**config.mk**
```make
export PLATFORM = sky130hd
export DESIGN_NAME = sensor_calibration_checker_core
export DESIGN_NICKNAME = d
export VERILOG_FILES = /design/src/rtl/core/sce_pkg.sv /design/src/rtl/core/sce_front.sv /design/src/rtl/core/sce_queue.sv /design/src/rtl/core/sce_div.sv /design/src/rtl/core/sce_back.sv /design/src/rtl/core/sensor_calibration_checker_core.sv
export SDC_FILE = /design/constraint.sdc
export NUM_CORES = 1
export LEC_CHECK = 0
export BUFFER_PORTS_ARGS = -buffer_cell sky130_fd_sc_hd__buf_2
export CAP_MARGIN = 25
export CORE_MARGIN = 5
export CORE_UTILIZATION = 65
export CTS_BUF_LIST = sky130_fd_sc_hd__clkbuf_8
export CTS_CLUSTER_DIAMETER = 80
export DETAILED_ROUTE_END_ITERATION = 7
export HOLD_SLACK_MARGIN = 0.02
export PLACE_DENSITY = 0.83
export SLEW_MARGIN = 20
export SYNTH_ARGS = -nofsm -noshare
export SYNTH_HDL_FRONTEND = slang
export SYNTH_SLANG_ARGS = --single-unit
```
**constraint.sdc**
```tcl
create_clock -name clk -period 16 [get_ports clk]
set_input_delay 3.2 -clock clk [delete_from_list [all_inputs] [get_ports clk]]
set_output_delay 3.2 -clock clk [all_outputs]
set_load 0.02 [all_outputs]
```
**src/rtl/core/sce_pkg.sv**
```systemverilog
// Shared types, codes and reset constants for the sensor calibration checker.
// No dependencies; every other file in rtl/core imports this package.
`default_nettype none

package sce_pkg;

	// Command codes of an input item
	localparam logic [1:0] CMD_START  = 2'd0;
	localparam logic [1:0] CMD_PIXEL  = 2'd1;
	localparam logic [1:0] CMD_MEAN   = 2'd2;
	localparam logic [1:0] CMD_STATUS = 2'd3;

	// Action codes of a result item
	localparam logic [2:0] ACT_GET_FRAME  = 3'd0;
	localparam logic [2:0] ACT_GET_MEAN   = 3'd1;
	localparam logic [2:0] ACT_GET_STATUS = 3'd2;
	localparam logic [2:0] ACT_DELAY_STAT = 3'd3;
	localparam logic [2:0] ACT_DONE       = 3'd4;
	localparam logic [2:0] ACT_NO_IMAGE   = 3'd5;
	localparam logic [2:0] ACT_NOT_CLEAR  = 3'd6;
	localparam logic [2:0] ACT_TIMEOUT    = 3'd7;

	// Status bytes reported by the sensor
	localparam logic [7:0] STATUS_BUSY  = 8'h01;
	localparam logic [7:0] STATUS_READY = 8'h03;

	// Configuration register indexes
	localparam logic [2:0] REG_PIXEL_COUNT  = 3'd0;
	localparam logic [2:0] REG_MAX_DELTA    = 3'd1;
	localparam logic [2:0] REG_MIN_MEAN     = 3'd2;
	localparam logic [2:0] REG_ROUND_BUDGET = 3'd3;
	localparam logic [2:0] REG_POLL_BUDGET  = 3'd4;

	// Register reset values
	localparam logic [15:0] RST_PIXEL_COUNT  = 16'd6400;
	localparam logic [15:0] RST_MAX_DELTA    = 16'd500;
	localparam logic [15:0] RST_MIN_MEAN     = 16'd100;
	localparam logic [7:0]  RST_ROUND_BUDGET = 8'd5;
	localparam logic [7:0]  RST_POLL_BUDGET  = 8'd50;

	// Depth of the queue between front and back
	localparam int SCE_QUEUE_DEPTH = 4;

	// Classified item handed from front to back
	typedef struct packed {
		logic [1:0]  cmd;
		logic [15:0] data;
		logic        is_busy;
		logic        is_ready;
	} item_t;

	// Configuration register file contents
	typedef struct packed {
		logic [15:0] pixel_count;
		logic [15:0] max_delta;
		logic [15:0] min_mean;
		logic [7:0]  round_budget;
		logic [7:0]  poll_budget;
	} cfg_t;

	// Divider status seen by the back end
	typedef struct packed {
		logic busy;
		logic done;
	} div_stat_t;

endpackage

`default_nettype wire

```
**src/rtl/core/sce_front.sv**
```systemverilog
// Front end: accepts input items and classifies them into item_t.
// Depends on sce_pkg.
`default_nettype none

module sce_front
	import sce_pkg::*;
(
	input  wire logic        clk,
	input  wire logic        arst_n,
	input  wire logic        in_valid,
	output logic             in_ready,
	input  wire logic [1:0]  command,
	input  wire logic [15:0] data_value,
	output logic             push_valid,
	input  wire logic        push_ready,
	output item_t            push_item
);

	logic  valid_s1;
	item_t item_s1;

	// Take a new item whenever the stage is empty or draining this cycle
	assign in_ready   = !valid_s1 || push_ready;
	assign push_valid = valid_s1;
	assign push_item  = item_s1;

	always_ff @(posedge clk or negedge arst_n) begin
		if (!arst_n) begin
			valid_s1 <= 1'b0;
		end else if (in_valid && in_ready) begin
			valid_s1 <= 1'b1;
		end else if (push_ready) begin
			valid_s1 <= 1'b0;
		end
	end

	always_ff @(posedge clk) begin
		if (in_valid && in_ready) begin
			item_s1.cmd      <= command;
			item_s1.data     <= data_value;
			item_s1.is_busy  <= (data_value[7:0] == STATUS_BUSY);
			item_s1.is_ready <= (data_value[7:0] == STATUS_READY);
		end
	end

endmodule

`default_nettype wire

```
**src/rtl/core/sce_queue.sv**
```systemverilog
// Short FIFO of classified items between front and back end.
// Depends on sce_pkg for item_t.
`default_nettype none

module sce_queue
	import sce_pkg::*;
#(
	parameter int DEPTH = SCE_QUEUE_DEPTH
) (
	input  wire logic  clk,
	input  wire logic  arst_n,
	input  wire logic  push_valid,
	output logic       push_ready,
	input  wire item_t push_item,
	output logic       pop_valid,
	input  wire logic  pop_ready,
	output item_t      pop_item
);

	localparam int AW = (DEPTH > 1) ? $clog2(DEPTH) : 1;
	localparam int CW = $clog2(DEPTH + 1);

	item_t          mem_q [DEPTH];
	logic  [AW-1:0] wr_ptr_q;
	logic  [AW-1:0] rd_ptr_q;
	logic  [CW-1:0] count_q;
	logic           do_push;
	logic           do_pop;

	assign push_ready = (count_q != CW'(DEPTH));
	assign pop_valid  = (count_q != '0);
	assign pop_item   = mem_q[rd_ptr_q];
	assign do_push    = push_valid && push_ready;
	assign do_pop     = pop_valid && pop_ready;

	always_ff @(posedge clk or negedge arst_n) begin
		if (!arst_n) begin
			wr_ptr_q <= '0;
			rd_ptr_q <= '0;
			count_q  <= '0;
		end else begin
			if (do_push) begin
				wr_ptr_q <= (wr_ptr_q == AW'(DEPTH - 1)) ? '0 : wr_ptr_q + 1'b1;
			end
			if (do_pop) begin
				rd_ptr_q <= (rd_ptr_q == AW'(DEPTH - 1)) ? '0 : rd_ptr_q + 1'b1;
			end
			if (do_push && !do_pop) begin
				count_q <= count_q + 1'b1;
			end else if (do_pop && !do_push) begin
				count_q <= count_q - 1'b1;
			end
		end
	end

	always_ff @(posedge clk) begin
		if (do_push) begin
			mem_q[wr_ptr_q] <= push_item;
		end
	end

endmodule

`default_nettype wire

```
**src/rtl/core/sce_div.sv**
```systemverilog
// Iterative restoring divider, one quotient bit per cycle.
// Depends on sce_pkg for div_stat_t.
`default_nettype none

module sce_div
	import sce_pkg::*;
(
	input  wire logic        clk,
	input  wire logic        arst_n,
	input  wire logic        start,
	input  wire logic        ack,
	input  wire logic [31:0] dividend,
	input  wire logic [16:0] divisor,
	output div_stat_t        stat,
	output logic [15:0]      quotient
);

	logic        busy_q;
	logic        done_q;
	logic [4:0]  cnt_q;
	logic [15:0] rem_q;
	logic [31:0] quo_q;
	logic [16:0] divisor_q;
	logic [16:0] trial;
	logic        fits;

	// Remainder stays below the divisor, so 16 bits hold it
	assign trial    = {rem_q, quo_q[31]};
	assign fits     = (trial >= divisor_q);
	assign stat     = '{busy: busy_q, done: done_q};
	assign quotient = quo_q[15:0];

	always_ff @(posedge clk or negedge arst_n) begin
		if (!arst_n) begin
			busy_q <= 1'b0;
			done_q <= 1'b0;
			cnt_q  <= '0;
		end else if (start) begin
			busy_q <= 1'b1;
			done_q <= 1'b0;
			cnt_q  <= 5'd31;
		end else if (busy_q) begin
			cnt_q <= cnt_q - 1'b1;
			if (cnt_q == '0) begin
				busy_q <= 1'b0;
				done_q <= 1'b1;
			end
		end else if (ack) begin
			done_q <= 1'b0;
		end
	end

	always_ff @(posedge clk) begin
		if (start) begin
			rem_q     <= '0;
			quo_q     <= dividend;
			divisor_q <= divisor;
		end else if (busy_q) begin
			rem_q <= fits ? 16'(trial - divisor_q) : trial[15:0];
			quo_q <= {quo_q[30:0], fits};
		end
	end

endmodule

`default_nettype wire

```
**src/rtl/core/sce_back.sv**
```systemverilog
// Back end: calibration sequencer, frame accumulation and result register.
// Depends on sce_pkg and sce_div.
`default_nettype none

module sce_back
	import sce_pkg::*;
(
	input  wire logic        clk,
	input  wire logic        arst_n,
	input  wire cfg_t        cfg,
	input  wire logic        q_valid,
	output logic             q_ready,
	input  wire item_t       q_item,
	output logic             out_valid,
	input  wire logic        out_ready,
	output logic [2:0]       action,
	output logic [15:0]      frame_mean,
	output logic [15:0]      mean_delta
);

	localparam logic [2:0] PH_IDLE   = 3'd0;
	localparam logic [2:0] PH_FRAME  = 3'd1;
	localparam logic [2:0] PH_MEAN   = 3'd2;
	localparam logic [2:0] PH_STATUS = 3'd3;
	localparam logic [2:0] PH_DIVIDE = 3'd4;

	logic [2:0]  phase_q, phase_d;
	logic [31:0] sum_q, sum_d;
	logic [15:0] seen_q, seen_d;
	logic [7:0]  rounds_q, rounds_d;
	logic [7:0]  polls_q, polls_d;
	logic        busy_seen_q, busy_seen_d;
	logic [15:0] held_mean_q, held_mean_d;

	logic        out_valid_q;
	logic [2:0]  action_q;
	logic [15:0] frame_mean_q;
	logic [15:0] mean_delta_q;

	logic        out_free;
	logic        pop;
	logic        emit;
	logic [2:0]  emit_action;
	logic [15:0] emit_delta;

	logic        div_start;
	logic        div_ack;
	div_stat_t   div_stat;
	logic [15:0] div_quot;
	logic [16:0] divisor;

	logic [31:0] sum_next;
	logic [15:0] seen_next;
	logic [16:0] diff;
	logic [15:0] delta;

	assign out_free  = !out_valid_q || out_ready;
	assign pop       = q_valid && out_free && (phase_q != PH_DIVIDE);
	assign q_ready   = pop;

	assign sum_next  = sum_q + {16'd0, q_item.data};
	assign seen_next = seen_q + 1'b1;
	// A zero count means the counter wraps, so divide by 65536
	assign divisor   = (cfg.pixel_count == '0) ? 17'h10000 : {1'b0, cfg.pixel_count};

	assign diff  = {1'b0, held_mean_q} - {1'b0, q_item.data};
	assign delta = diff[16] ? (q_item.data - held_mean_q) : diff[15:0];

	always_comb begin
		phase_d     = phase_q;
		sum_d       = sum_q;
		seen_d      = seen_q;
		rounds_d    = rounds_q;
		polls_d     = polls_q;
		busy_seen_d = busy_seen_q;
		held_mean_d = held_mean_q;
		emit        = 1'b0;
		emit_action = ACT_GET_FRAME;
		emit_delta  = '0;
		div_start   = 1'b0;
		div_ack     = 1'b0;
		if (phase_q == PH_DIVIDE) begin
			if (div_stat.done && out_free) begin
				held_mean_d = div_quot;
				phase_d     = PH_MEAN;
				emit        = 1'b1;
				emit_action = ACT_GET_MEAN;
				div_ack     = 1'b1;
			end
		end else if (pop) begin
			unique case (q_item.cmd)
				CMD_START: begin
					if (phase_q == PH_IDLE) begin
						rounds_d    = cfg.round_budget;
						polls_d     = cfg.poll_budget;
						busy_seen_d = 1'b0;
						sum_d       = '0;
						seen_d      = '0;
						phase_d     = PH_FRAME;
						emit        = 1'b1;
						emit_action = ACT_GET_FRAME;
					end
				end
				CMD_PIXEL: begin
					if (phase_q == PH_FRAME) begin
						sum_d  = sum_next;
						seen_d = seen_next;
						if (seen_next == cfg.pixel_count) begin
							div_start = 1'b1;
							phase_d   = PH_DIVIDE;
						end
					end
				end
				CMD_MEAN: begin
					if (phase_q == PH_MEAN) begin
						emit       = 1'b1;
						emit_delta = delta;
						if (held_mean_q < cfg.min_mean) begin
							phase_d     = PH_IDLE;
							emit_action = ACT_NO_IMAGE;
						end else if (delta <= cfg.max_delta) begin
							phase_d     = PH_IDLE;
							emit_action = ACT_DONE;
						end else if (rounds_q == '0) begin
							phase_d     = PH_IDLE;
							emit_action = ACT_NOT_CLEAR;
						end else begin
							rounds_d    = rounds_q - 1'b1;
							polls_d     = cfg.poll_budget;
							busy_seen_d = 1'b0;
							phase_d     = PH_STATUS;
							emit_action = ACT_GET_STATUS;
						end
					end
				end
				CMD_STATUS: begin
					if (phase_q == PH_STATUS) begin
						emit = 1'b1;
						if (busy_seen_q && q_item.is_ready) begin
							sum_d       = '0;
							seen_d      = '0;
							phase_d     = PH_FRAME;
							emit_action = ACT_GET_FRAME;
						end else begin
							if (q_item.is_busy) begin
								busy_seen_d = 1'b1;
							end
							if (polls_q == '0) begin
								phase_d     = PH_IDLE;
								emit_action = ACT_TIMEOUT;
							end else begin
								polls_d     = polls_q - 1'b1;
								emit_action = ACT_DELAY_STAT;
							end
						end
					end
				end
				default: begin
				end
			endcase
		end
	end

	always_ff @(posedge clk or negedge arst_n) begin
		if (!arst_n) begin
			phase_q     <= PH_IDLE;
			sum_q       <= '0;
			seen_q      <= '0;
			rounds_q    <= RST_ROUND_BUDGET;
			polls_q     <= RST_POLL_BUDGET;
			busy_seen_q <= 1'b0;
			held_mean_q <= '0;
			out_valid_q <= 1'b0;
		end else begin
			phase_q     <= phase_d;
			sum_q       <= sum_d;
			seen_q      <= seen_d;
			rounds_q    <= rounds_d;
			polls_q     <= polls_d;
			busy_seen_q <= busy_seen_d;
			held_mean_q <= held_mean_d;
			if (emit) begin
				out_valid_q <= 1'b1;
			end else if (out_ready) begin
				out_valid_q <= 1'b0;
			end
		end
	end

	always_ff @(posedge clk) begin
		if (emit) begin
			action_q     <= emit_action;
			frame_mean_q <= held_mean_d;
			mean_delta_q <= emit_delta;
		end
	end

	assign out_valid  = out_valid_q;
	assign action     = action_q;
	assign frame_mean = frame_mean_q;
	assign mean_delta = mean_delta_q;

	sce_div u_div (
		.clk      (clk),
		.arst_n   (arst_n),
		.start    (div_start),
		.ack      (div_ack),
		.dividend (sum_next),
		.divisor  (divisor),
		.stat     (div_stat),
		.quotient (div_quot)
	);

	// Never restart the divider while it is still iterating
	assert property (@(posedge clk) disable iff (!arst_n)
		div_start |-> !div_stat.busy)
		else $error("divider started while busy");

	// Hold the queue while a division is in flight
	assert property (@(posedge clk) disable iff (!arst_n)
		(phase_q == PH_DIVIDE) |-> !pop)
		else $error("item popped during division");

	// Emit only into a free or draining result register
	assert property (@(posedge clk) disable iff (!arst_n)
		emit |-> out_free)
		else $error("result overwritten before it was taken");

	// A finished division always leads to the mean request phase
	assert property (@(posedge clk) disable iff (!arst_n)
		div_ack |=> (phase_q == PH_MEAN) && out_valid_q && (action_q == ACT_GET_MEAN))
		else $error("division result not delivered");

endmodule

`default_nettype wire

```
**src/rtl/core/sensor_calibration_checker_core.sv**
```systemverilog
// Top level of the sensor calibration checker: configuration registers,
// front end, item queue and back end. Depends on sce_pkg, sce_front,
// sce_queue, sce_back and sce_div.
`default_nettype none

// Host-side calibration controller for an area image sensor. Input items carry
// a command (start, background pixel, calibration mean reply, status reply) and
// a 16-bit value; result items carry the next action, the latest background mean
// and the mean difference. Items that do not fit the current phase are dropped
// without a result. Timing: each item passes through the classifying front
// register and then the queue before the sequencer acts on it; pixels, starts,
// mean replies and status replies are each taken at one per cycle in steady
// state, as long as results are drained. The last pixel of a frame starts the
// iterative divider, which resolves one quotient bit per cycle, so the get-mean
// result appears once the division is done, and no further item is consumed
// meanwhile (the front and queue still accept up to QUEUE_DEPTH + 1 items).
// Configuration writes take effect on the next cycle and are meant to be issued
// only while the block is idle; budget writes take effect at the next start,
// the poll budget also at the next round. No memory clearing pass follows reset.

module sensor_calibration_checker_core
	import sce_pkg::*;
#(
	parameter int QUEUE_DEPTH = SCE_QUEUE_DEPTH
) (
	input  wire logic        clk,
	input  wire logic        arst_n,
	// configuration write port
	input  wire logic        cfg_we,
	input  wire logic [2:0]  cfg_index,
	input  wire logic [15:0] cfg_data,
	// input item channel
	input  wire logic        in_valid,
	output logic             in_ready,
	input  wire logic [1:0]  command,
	input  wire logic [15:0] data_value,
	// result item channel
	output logic             out_valid,
	input  wire logic        out_ready,
	output logic [2:0]       action,
	output logic [15:0]      frame_mean,
	output logic [15:0]      mean_delta
);

	cfg_t  cfg_q;
	logic  push_valid;
	logic  push_ready;
	item_t push_item;
	logic  q_valid;
	logic  q_ready;
	item_t q_item;

	// Register file: writes outside the list are dropped
	always_ff @(posedge clk or negedge arst_n) begin
		if (!arst_n) begin
			cfg_q.pixel_count  <= RST_PIXEL_COUNT;
			cfg_q.max_delta    <= RST_MAX_DELTA;
			cfg_q.min_mean     <= RST_MIN_MEAN;
			cfg_q.round_budget <= RST_ROUND_BUDGET;
			cfg_q.poll_budget  <= RST_POLL_BUDGET;
		end else if (cfg_we) begin
			unique case (cfg_index)
				REG_PIXEL_COUNT:  cfg_q.pixel_count  <= cfg_data;
				REG_MAX_DELTA:    cfg_q.max_delta    <= cfg_data;
				REG_MIN_MEAN:     cfg_q.min_mean     <= cfg_data;
				REG_ROUND_BUDGET: cfg_q.round_budget <= cfg_data[7:0];
				REG_POLL_BUDGET:  cfg_q.poll_budget  <= cfg_data[7:0];
				default: begin
				end
			endcase
		end
	end

	// Accept and classify items
	sce_front u_front (
		.clk        (clk),
		.arst_n     (arst_n),
		.in_valid   (in_valid),
		.in_ready   (in_ready),
		.command    (command),
		.data_value (data_value),
		.push_valid (push_valid),
		.push_ready (push_ready),
		.push_item  (push_item)
	);

	// Decouple the front from the sequencer so either side can stall
	sce_queue #(
		.DEPTH (QUEUE_DEPTH)
	) u_queue (
		.clk        (clk),
		.arst_n     (arst_n),
		.push_valid (push_valid),
		.push_ready (push_ready),
		.push_item  (push_item),
		.pop_valid  (q_valid),
		.pop_ready  (q_ready),
		.pop_item   (q_item)
	);

	// Carry out the calibration sequence and hold the result register
	sce_back u_back (
		.clk        (clk),
		.arst_n     (arst_n),
		.cfg        (cfg_q),
		.q_valid    (q_valid),
		.q_ready    (q_ready),
		.q_item     (q_item),
		.out_valid  (out_valid),
		.out_ready  (out_ready),
		.action     (action),
		.frame_mean (frame_mean),
		.mean_delta (mean_delta)
	);

endmodule

`default_nettype wire
```
==> qor.yml <==
clocking:
  clk_path_buf_depth: 3
  clk_latency_ns: 0.60
  cts-htree-levels: 2
  cts.repair_timing.setup_buffer_count: 0
  root_buffer: "sky130_fd_sc_hd__clkbuf_8"
  cts.sinks: 364
  cts_inserted_buffers: 56
  cts.clk_slew.worst_paths_ns: 0.07
  cts_tree: "built"
  quantity_of_hold_fixing_buffers_added_after_cts: 0
  post_cts_gate_resize_count: 0
worst_hold_path:
  worstHoldStart: "u_back.polls_q[1]"
  hold_path.class: "flip-flop to flip-flop"
global_routing:
  global_route_wire_length_before_repair_mm: 70.9
  antenna_violations_before_repair: 0
  first_global_vias: 13800
  met1_usage_pct: 35.8
  overall_global_routing_resource_usage_pct: 26.0
  grt_overflow: 0
  global_route.usage.met3_pct: 4.03
  gr-usage-met2_pct: 42.6
  grt_max_degree: 84
  global_route.peak_usage_layer: "met2"
pwr:
  power.switching_uw: 2010
  power.combinational.fraction_pct: 50.5
  swShare_pct: 41.6
  power_leakage_uw: 0.00903
  power_per_cell_area_nw_per_um2: 226
  clock_power_share_pct: 17.7
  share_seq_of_total_power_pct: 31.8
  cell_internal_pwr_uw: 2830
  power_after_layout_uw: 4840
  irDropWorstVdd_mv: 0.142
sta:
  final_report_hold_violation_count: 0
  worstMarginPinSlew_ns: 1.02
  tns_ns: 0
  rsz0062_at_grt: "false"
  max_freq_mhz: 147
  finalSetupViolations: 0
  fin_crit_sh_pct: 42.5
  finClkSkew_ns: 0.0214
  fin_crit_ns: 6.80
  max_slew_margin_pct: 32.1
  slew_viol_final: 0
floorplan:
  top_level_ports: 79
  floorplan.initialDensity_pct: 65.8
  num_rows: 63
  fp.dieW_um: 183
  floorplan.die.height_um: 183
  core_area_um2: 29600
  fp.dieArea_um2: 33600
detailed_routing:
  post_route_ant_nets: 0
  drt_iter0_drc: 1257
  wl_per_cell_um: 19.7
  routed_via_density: 6.24
  routed-via-count: 13800
  firstDrtPassIters: 5
  drt-total-wl_mm: 43.6
  detail_route.drc_violations: 0
worst_setup_path:
  reg2reg_from: "u_queue.rd_ptr_q[0]"
  worst-endpoint-arrival_ns: 7.30
  setup.worst_path.start_class: "flip-flop"
  critical_path.most_common_cell: "sky130_fd_sc_hd__o21ai_0"
  crit_path_start: "u_queue.rd_ptr_q[0]"
  maximum_fanout_along_the_worst_path: 18
  timing.critical_path.cells: "buf_4 -> mux4_2 -> ha_1 -> nand2_1 -> o31a_1 -> o31ai_4 -> a31oi_1 -> o21ai_2 -> o211a_1 -> o21ai_0 -> nor2b_1 -> ha_1 -> a211oi_1 -> o21bai_1 -> a211oi_1 -> o21ai_0 -> o211a_1 -> o21ai_1 -> o21ai_0 -> o21ai_0"
  worstSetupEndpointType: "flip-flop"
  buffering_stage_count_on_the_worst_path_with_inverters_included: 1
  slowest_stage: "sky130_fd_sc_hd__o21ai_2"
  critical-path-max-stage-delay_ns: 0.83
  required_ns: 16.50
  setup.worst_path.class: "flip-flop to flip-flop"
  critical-path-top-delay-family: "compound AO/OA/AOI/OAI gates"
synth:
  synth_seq_cells: 364
  synth_top_cells_by_area: "sky130_fd_sc_hd__edfxtp_1 (28%), sky130_fd_sc_hd__dfrtp_1 (18%), sky130_fd_sc_hd__ha_1 (6.9%)"
  synth.yosys.warnings: 0
  yosys-top-cells-count: "sky130_fd_sc_hd__edfxtp_1 (184), sky130_fd_sc_hd__dfrtp_1 (142), sky130_fd_sc_hd__nand2_1 (139)"
  syn_avg_cell_area_um2: 11.4
  synth_sequential_area_ratio_pct: 51.2
  synth_ff_type: "sky130_fd_sc_hd__edfxtp_1"
  number_of_distinct_library_cell_variants_in_the_gate_level_netlist_after_synthesis: 89
  post_synthesis_net_count: 1861
  cell_type_with_the_largest_total_area_after_synthesis: "sky130_fd_sc_hd__edfxtp_1"
  yosysMostFrequentCell: "sky130_fd_sc_hd__edfxtp_1"
  syn_area_um2: 19500
  edff_count_synth: 184
  postSynth.asyncResetShare_pct: 45.1
  synth_largest_type_area_fraction_pct: 28.3
  synthesis.instances: 1707
cells_and_area:
  post_synthesis_to_final_layout_area_growth_pct: 9.91
  final_layout_size_suffix_gt1_share_pct: 18.2
  layout.nets: 1928
  n_antenna_cell: 0
placed_design:
  dp_hpwl_mm: 30.9
  finalWeightedCongestion: 0.980
  io_buffer_count: 78
flow_run:
  timing.max_cap.violations: 0
outcome:
  status: "complete, no violations"
[worst register-to-register path: stages (launching register included)]
cell and delay [ns]:
sky130_fd_sc_hd__dfrtp_1 0.55, sky130_fd_sc_hd__buf_4 0.38, sky130_fd_sc_hd__mux4_2 0.60, sky130_fd_sc_hd__ha_1 0.47, sky130_fd_sc_hd__nand2_1 0.11, sky130_fd_sc_hd__o31a_1 0.36, sky130_fd_sc_hd__o31ai_4 0.28, sky130_fd_sc_hd__a31oi_1 0.16
sky130_fd_sc_hd__o21ai_2 0.83, sky130_fd_sc_hd__o211a_1 0.30, sky130_fd_sc_hd__o21ai_0 0.09, sky130_fd_sc_hd__nor2b_1 0.14, sky130_fd_sc_hd__ha_1 0.30, sky130_fd_sc_hd__a211oi_1 0.24, sky130_fd_sc_hd__o21bai_1 0.11, sky130_fd_sc_hd__a211oi_1 0.22
sky130_fd_sc_hd__o21ai_0 0.15, sky130_fd_sc_hd__o211a_1 0.32, sky130_fd_sc_hd__o21ai_1 0.75, sky130_fd_sc_hd__o21ai_0 0.24, sky130_fd_sc_hd__o21ai_0 0.13
[layer usage]
layer / routed length (um) / vias up
li1: - / 6373
met1: 18300 / 6761
met2: 20900 / 561
met3: 3040 / 117
met4: 1430 / 0
met5: 0 / -
[state kept, by name (all words and copies together), names as in the netlist, 3 cells and up]
signal and cells:
u_back.u_div.rem_q 16, u_back.held_mean_q 16, u_back.frame_mean 16, u_back.u_div.cnt_q 5, u_back.sum_q 32, u_queue.count_q 3, u_back.rounds_q 8, u_back.polls_q 8
u_back.u_div.divisor_q 17, u_back.action 3, u_back.seen_q 16, u_front.push_item 20, u_back.mean_delta 16, cfg_q 64, u_back.u_div.quo_q 32, u_queue.mem_q 80
u_back.phase_q 3
[power by group through the flow]
stage | Clock [uW] | Sequential, uW | Combinational [uW]
after floorplan | 0 | 1520 | 1820
after global placement | 0 | 1540 | 2300
after detailed placement | 0 | 1550 | 2390
after CTS | 872 | 1540 | 2410
after global routing | 918 | 1570 | 2700
final | 856 | 1540 | 2450
[final timing paths]
path	cells past startpoint	slack [ns]	end
setup / recovery	20	9.20	u_back.polls_q[7]
hold / removal	2	0.49	u_back.polls_q[1]
setup reg to reg	20	9.20	u_back.polls_q[7]
hold reg to reg	2	0.49	u_back.polls_q[1]
max in group asynchronous	2	12.10	cfg_q[62]
min in group asynchronous	1	2.64	u_front.push_valid
[layout by cell type, fill, tap and decap left out, types with 20 or more instances in the layout]
master                       n
sky130_fd_sc_hd__xnor2_1    48
sky130_fd_sc_hd__nor2_1     81
sky130_fd_sc_hd__edfxtp_1  184
sky130_fd_sc_hd__nand3_1    20
sky130_fd_sc_hd__clkbuf_8   66
sky130_fd_sc_hd__dfstp_2    22
sky130_fd_sc_hd__mux4_2     20
sky130_fd_sc_hd__ha_1      107
sky130_fd_sc_hd__buf_2      78
sky130_fd_sc_hd__nand2b_1   22
sky130_fd_sc_hd__inv_1     123
sky130_fd_sc_hd__mux2_2     58
sky130_fd_sc_hd__dfrtp_1   142
sky130_fd_sc_hd__o21ai_0   115
sky130_fd_sc_hd__nor3_1     31
sky130_fd_sc_hd__and2_1     30
sky130_fd_sc_hd__mux2i_1    20
sky130_fd_sc_hd__xor2_1     32
sky130_fd_sc_hd__mux2_4     20
sky130_fd_sc_hd__a21o_1     25
sky130_fd_sc_hd__a21oi_1    93
sky130_fd_sc_hd__nand2_1   139
[cell type report]
type / instances / area (um2)
inverter: 108 / 405
tap: 390 / 488
clock inverter: 40 / 363
multi-input combinational: 1150 / 8750
fill: 2058 / 8200
sequential: 364 / 9980
clock buffer: 66 / 908
timing repair buffer: 94 / 542
[kinds of logic after synthesis]
kind of cell               count (synthesis)  share of synthesized area, %
buffers and inverters                    193                          4.31
and+or+nand+nor                          428                          11.4
AOI/OAI and AO/OA                        402                          13.4
DFF                                      364                          51.2
adders and majority gates                112                          7.38
muxes                                    128                          8.80
xor gates and xnor gates                  80                          3.59
[per-stage QoR]
| step | utilization [%] | cell area (um2) | hold slack (ns) | worst slack [ns] | std cells |
|---|---|---|---|---|---|
| floorplan | - | 19500 | 0.456 | 9.10 | 1707 |
| global placement | 67.8 | 20100 | 0.467 | 9.52 | 2102 |
| detailed placement | 68.0 | 20100 | 0.484 | 9.27 | 2105 |
| CTS | 72.3 | 21400 | 0.481 | 9.22 | 2211 |
| global route | 72.3 | 21400 | 0.507 | 8.56 | 2212 |
| finish | 72.3 | 21400 | 0.492 | 9.20 | 2212 |
Power figures use the tool's default switching activity.
